--- src/rtl/csat_pkg.sv ---
`timescale 1ns / 1ps
`default_nettype none
// ----------------------------------------------------------------------------
// csat_pkg
// Shared types and constants of the convex polygon collision unit.
// ----------------------------------------------------------------------------
package csat_pkg;

  // Read operation issued to the vertex stores.
  typedef enum logic [1:0] {
    OP_NONE    = 2'd0,
    OP_EDGE_LO = 2'd1,
    OP_EDGE_HI = 2'd2,
    OP_PROJ    = 2'd3
  } rd_op_t;

  // Command from the controller to the datapath.
  typedef struct packed {
    logic   wr_en;
    logic   wr_poly;
    logic   rd_poly;
    rd_op_t rd_op;
    logic   proj_first;
  } dp_cmd_t;

  // Length of the drain phase after the last projection read, before the extremes are compared.
  localparam int DP_DRAIN_CYCLES = 3;

endpackage

`default_nettype wire

--- src/rtl/csat_ctrl.sv ---
`timescale 1ns / 1ps
`default_nettype none
// ----------------------------------------------------------------------------
// csat_ctrl
// Loads vertex counts, sequences edges and projections, holds the result.
// ----------------------------------------------------------------------------
module csat_ctrl #(
  parameter int MAX_VERTICES = 64
) (
  input  wire                                  clk,
  input  wire                                  rst,
  input  wire                                  item_valid,
  output logic                                 item_stall,
  input  wire                                  kind,
  input  wire                                  last,
  output logic                                 result_valid,
  input  wire                                  result_stall,
  output logic                                 collides,
  output logic                                 overflow,
  output csat_pkg::dp_cmd_t                    cmd,
  output logic [$clog2(MAX_VERTICES)-1:0]      wr_addr,
  output logic [$clog2(MAX_VERTICES)-1:0]      rd_addr,
  input  wire                                  separated
);
  import csat_pkg::*;

  localparam int AW = $clog2(MAX_VERTICES);
  localparam int CW = $clog2(MAX_VERTICES + 1);
  localparam logic [1:0] DRAIN_LAST = 2'(DP_DRAIN_CYCLES - 1);

  typedef enum logic [2:0] {
    S_IDLE,
    S_START,
    S_EDGE_LO,
    S_EDGE_HI,
    S_PROJ,
    S_DRAIN,
    S_CHECK,
    S_DONE
  } state_t;

  state_t        state;
  logic [CW-1:0] first_count;
  logic [CW-1:0] second_count;
  logic          ovf;
  logic          res_collides;
  logic          edge_poly;
  logic [AW-1:0] edge_idx;
  logic [1:0]    drain;
  rd_op_t        rd_op;
  logic          rd_poly;
  logic          proj_first;

  logic          accept;
  logic          a_full;
  logic          b_full;
  logic [CW-1:0] edge_cnt;
  logic [CW-1:0] edge_inc;
  logic [AW-1:0] edge_j;
  logic [CW-1:0] vert_cnt;
  logic [CW-1:0] vert_inc;

  always_comb begin
    accept   = item_valid && (state == S_IDLE);
    a_full   = (first_count == CW'(MAX_VERTICES));
    b_full   = (second_count == CW'(MAX_VERTICES));
    edge_cnt = edge_poly ? second_count : first_count;
    edge_inc = CW'(edge_idx) + CW'(1);
    edge_j   = (edge_inc == edge_cnt) ? '0 : edge_inc[AW-1:0];
    vert_cnt = rd_poly ? second_count : first_count;
    vert_inc = CW'(rd_addr) + CW'(1);

    item_stall = (state != S_IDLE);
    wr_addr    = kind ? second_count[AW-1:0] : first_count[AW-1:0];

    cmd.wr_en      = accept && !(kind ? b_full : a_full);
    cmd.wr_poly    = kind;
    cmd.rd_poly    = rd_poly;
    cmd.rd_op      = rd_op;
    cmd.proj_first = proj_first;
  end

  always_ff @(posedge clk) begin
    if (rst) begin
      state        <= S_IDLE;
      result_valid <= 1'b0;
      rd_op        <= OP_NONE;
      first_count  <= '0;
      second_count <= '0;
      ovf          <= 1'b0;
    end else begin
      // Drop a taken result; S_DONE reloads the register on its own.
      if (result_valid && !result_stall && state != S_DONE) begin
        result_valid <= 1'b0;
      end
      unique case (state)
        S_IDLE: begin
          if (accept) begin
            if (!kind) begin
              if (!a_full) first_count <= first_count + CW'(1);
              else         ovf <= 1'b1;
            end else begin
              if (!b_full) second_count <= second_count + CW'(1);
              else         ovf <= 1'b1;
            end
            if (last) state <= S_START;
          end
        end
        S_START: begin
          if (first_count == '0 || second_count == '0) begin
            res_collides <= 1'b0;
            state        <= S_DONE;
          end else begin
            edge_poly <= 1'b0;
            edge_idx  <= '0;
            rd_poly   <= 1'b0;
            rd_addr   <= '0;
            rd_op     <= OP_EDGE_LO;
            state     <= S_EDGE_LO;
          end
        end
        S_EDGE_LO: begin
          rd_op   <= OP_EDGE_HI;
          rd_addr <= edge_j;
          state   <= S_EDGE_HI;
        end
        S_EDGE_HI: begin
          rd_op      <= OP_PROJ;
          rd_poly    <= 1'b0;
          rd_addr    <= '0;
          proj_first <= 1'b1;
          state      <= S_PROJ;
        end
        S_PROJ: begin
          // Mark the first read of polygon B when A runs out.
          proj_first <= (vert_inc == vert_cnt) && !rd_poly;
          if (vert_inc == vert_cnt) begin
            if (!rd_poly) begin
              rd_poly <= 1'b1;
              rd_addr <= '0;
            end else begin
              rd_op <= OP_NONE;
              drain <= '0;
              state <= S_DRAIN;
            end
          end else begin
            rd_addr <= vert_inc[AW-1:0];
          end
        end
        S_DRAIN: begin
          drain <= drain + 2'd1;
          if (drain == DRAIN_LAST) state <= S_CHECK;
        end
        S_CHECK: begin
          if (separated) begin
            res_collides <= 1'b0;
            state        <= S_DONE;
          end else if (edge_inc == edge_cnt) begin
            if (!edge_poly) begin
              edge_poly <= 1'b1;
              edge_idx  <= '0;
              rd_poly   <= 1'b1;
              rd_addr   <= '0;
              rd_op     <= OP_EDGE_LO;
              state     <= S_EDGE_LO;
            end else begin
              res_collides <= 1'b1;
              state        <= S_DONE;
            end
          end else begin
            edge_idx <= edge_inc[AW-1:0];
            rd_poly  <= edge_poly;
            rd_addr  <= edge_inc[AW-1:0];
            rd_op    <= OP_EDGE_LO;
            state    <= S_EDGE_LO;
          end
        end
        S_DONE: begin
          if (!result_valid || !result_stall) begin
            result_valid <= 1'b1;
            collides     <= res_collides;
            overflow     <= ovf;
            ovf          <= 1'b0;
            first_count  <= '0;
            second_count <= '0;
            state        <= S_IDLE;
          end
        end
        default: state <= S_IDLE;
      endcase
    end
  end

endmodule

`default_nettype wire

--- config.mk ---
export PLATFORM = sky130hd
export DESIGN_NAME = csat_ctrl
export DESIGN_NICKNAME = d
export VERILOG_FILES = /design/src/rtl/csat_pkg.sv /design/src/rtl/csat_ctrl.sv
export SDC_FILE = /design/constraint.sdc
export NUM_CORES = 1
export LEC_CHECK = 0
export ABC_AREA = 1
export BUFFER_PORTS_ARGS = -buffer_cell sky130_fd_sc_hd__buf_2
export CELL_PAD_IN_SITES_DETAIL_PLACEMENT = 1
export CELL_PAD_IN_SITES_GLOBAL_PLACEMENT = 1
export CORE_MARGIN = 5
export CORE_UTILIZATION = 38
export CTS_CLUSTER_DIAMETER = 150
export DETAILED_ROUTE_END_ITERATION = 16
export GPL_TIMING_DRIVEN = 0
export PLACE_DENSITY_LB_ADDON = 0.1
export SLEW_MARGIN = 5
export SYNTH_ARGS = -nofsm -noshare
export SYNTH_HDL_FRONTEND = slang
export SYNTH_SLANG_ARGS = --single-unit
--- constraint.sdc ---
create_clock -name clk -period 5.8 [get_ports clk]
set_clock_uncertainty 0.1 [all_clocks]
set_input_delay 1.74 -clock clk [delete_from_list [all_inputs] [get_ports clk]]
set_output_delay 1.74 -clock clk [all_outputs]
set_load 0.03 [all_outputs]
==> impl_metrics.ini <==
[status]
status = completed

[floorplan]
die_area_sq_um = 9570
die_y_um = 97.8
ioPinCount = 29
die_x_um = 97.8
core.rowCount = 32
core_sq_um = 7610
initial_utilization_pct = 38.5

[placed_design]
dp_slack_ps = 1370
gp_congestion = 0.849
port-buffer-count = 27
dp.final_hpwl_um = 6900

[cts]
clk_pin_slew_worst_paths_ps = 90
cts.sinks = 41
clk_path_buf_depth = 2
htreeDepth = 2
root_buffer = clkbuf_8
numCtsBuffers = 5
cts_hold_buf = 0
cts_setup_buffers = 0
clk_latency_ps = 300
cts_tree = done
cts_resized = 0

[sta]
clock.fmax_mhz = 226
worstMarginPinSlew_ps = 652
min_period_over_period_pct = 76.3
postLayoutSetupSlackWorst_ps = 1370
relSlewSlack_pct = 56.6
maxSlewViolCount = 0
hold_viol = 0
fin_crit_ps = 4430
fin_setup_tns_ps = 0
rsz0062_at_grt = false
setup_viol = 0

[synth]
synth.avg_cell_area_sq_um = 6.63
netlist_instances = 442
synth_top_cell_area_share_pct = 20.5
synth_area_sq_um = 2930
synth_area_leaders = edfxtp_1 (20%), nand2_1 (18%), dfxtp_1 (14%), inv_1 (7.9%), nor2_1 (6.5%)
syn_nets = 460
synth_seq_area_share_pct = 34.8
yosysUniqueCellTypes = 36
synth_seq_cells = 41
ys_warn_count = 0
yosys.area.top_type = edfxtp_1

[layout]
layout_common_cells = nand2_1 (139), inv_1 (62), nor2_1 (51)
diodes = 0
area_delta_synth_final_pct = 11.9
drive_above_1_share_pct = 13.6
mostFrequentLayoutCell = nand2_1
fin_nets = 494

[power]
power.switching_uw = 673
intPower_uw = 700
power_leakage_uw = 0.00154
p_seq_share_pct = 32.6
clock_power_share_pct = 14.1
swShare_pct = 49.0
max-vdd-ir-drop_mv = 0.182
power_per_cell_area_nw_per_um2 = 419
power_frac_comb_pct = 53.3

[setup_path]
cp-startpoint = kind
crit_chain = buf_2 -> clkbuf_1 -> nand2_1 -> o21ai_0 -> buf_2
cpMostUsedCell = buf_2
r2r_start = first_count[0]$_SDFFE_PP0P_
worstSetupStartpointType = primary input
crit_buf_inv = 3
path_max_fanout = 10
r2r_end = edge_idx[0]$_SDFFCE_PN0P_
crit_required_ps = 3960
cp.depth = 5
crit_type = primary input to output port
cp.arrival_ps = 2590
worstRegToRegCells = 11
regToRegSetupSlack_ps = 3060
critPathTopFamily = buffers and inverters
critPathMaxStageDelay_ps = 310
slowest_stage = clkbuf_1
crit_end = wr_addr[1]
critPathCaptureType = output port

[global_routing]
grt_max_degree = 14
grt-ovfl-total = 0
grt_usage_pct = 18.5
antenna_found_initial = 0
grt_pass1_wl_um = 14400
grt_pass1_vias = 3002

[detailed_routing]
dr.pass1.iters = 4
met1_length_um = 3970
viasPerCell = 4.94
highest_layer = met4
drc = 0
routed_wl_um = 8380
ant_nets = 0
drt-initial-drc-count = 84
vias = 2862
wl_met2_um = 3990
dr_wl_met3_um = 252
wl_per_cell_um = 14.5

[hold_path]
hold_path_class = flip-flop to flip-flop
whs_path_depth = 0
worstHoldStart = ovf$_SDFFE_PP0P_

[job]
cap_violations = 0
flip-flops by register name (all words and copies together), names as in the netlist:
name and count:
collides 1, drain 2, edge_idx 6, edge_poly 1
first_count 7, overflow 1, ovf 1, proj_first 1
rd_addr 6, rd_op 2, rd_poly 1, res_collides 1
result_valid 1, second_count 7, state 3
synthesized netlist by cell type, drive strengths merged:
library cell and number:
nand3b 1, edfxtp 20, nand2 144, buf 9, clkbuf 2, o21bai 1, nor4 1, nor3b 2
o21ai 33, nand4 1, ha 11, o31ai 1, nor3 9, nor2 58, nand3 39, xnor2 1
a21boi 2, o21a 1, dfxtp 21, inv 64, a211oi 2, o22ai 3, a21oi 16
power groups by stage:
stage / clock network, uW / logic, uW / registers [uW]
6_report: 194 / 732 / 448
3_5_place_dp: 0 / 738 / 455
2_1_floorplan: 0 / 527 / 471
4_1_cts: 197 / 740 / 449
3_3_place_gp: 0 / 714 / 452
5_1_grt: 211 / 836 / 460
final cells by class:
type	count	area [sq um]
well taps	102	128
plain buffers	11	75.1
multi-input cells	326	1600
clock buffers	5	68.8
repair buffers	27	135
inverters	64	240
clock inverters	3	17.5
fillers	1030	4330
flip-flops and latches	41	1020
cell families after synthesis:
family | count (synthesis) | share of synthesized area (%)
AOI/OAI and AO/OA | 59 | 11.3
DFF | 41 | 34.8
adders and majority gates | 11 | 4.69
and+or+nand+nor | 255 | 38.1
buffers and inverters | 75 | 10.8
xor gates and xnor gates | 1 | 0.299
routing by layer:
metal,global-route usage [%],vias up
li1,-,1474
met4,5.54,0
met3,2.93,13
met1,23.6,1337
met2,31.9,38
met5,0,-
worst min-delay path by stage:
stage | to | slack [ps]
6_report | overflow$_DFFE_PP_ | 340
5_1_grt | overflow$_DFFE_PP_ | 360
4_1_cts | overflow$_DFFE_PP_ | 340
3_5_place_dp | collides$_DFFE_PP_ | 310
3_3_place_gp | overflow$_DFFE_PP_ | 320
2_1_floorplan | collides$_DFFE_PP_ | 300
stage by stage:
step | utilization (%) | area, sq um | hold WS [ps] | instances | power (uW)
after detailed placement | 42.0 | 3190 | 308 | 571 | 1190
final | 43.1 | 3280 | 340 | 579 | 1370
after global routing | 43.1 | 3280 | 355 | 579 | 1510
after global placement | 42.0 | 3190 | 321 | 571 | 1170
after floorplan | - | 2930 | 300 | 442 | 998
after CTS | 43.1 | 3280 | 343 | 579 | 1390
(Power assumes the default switching activity.)
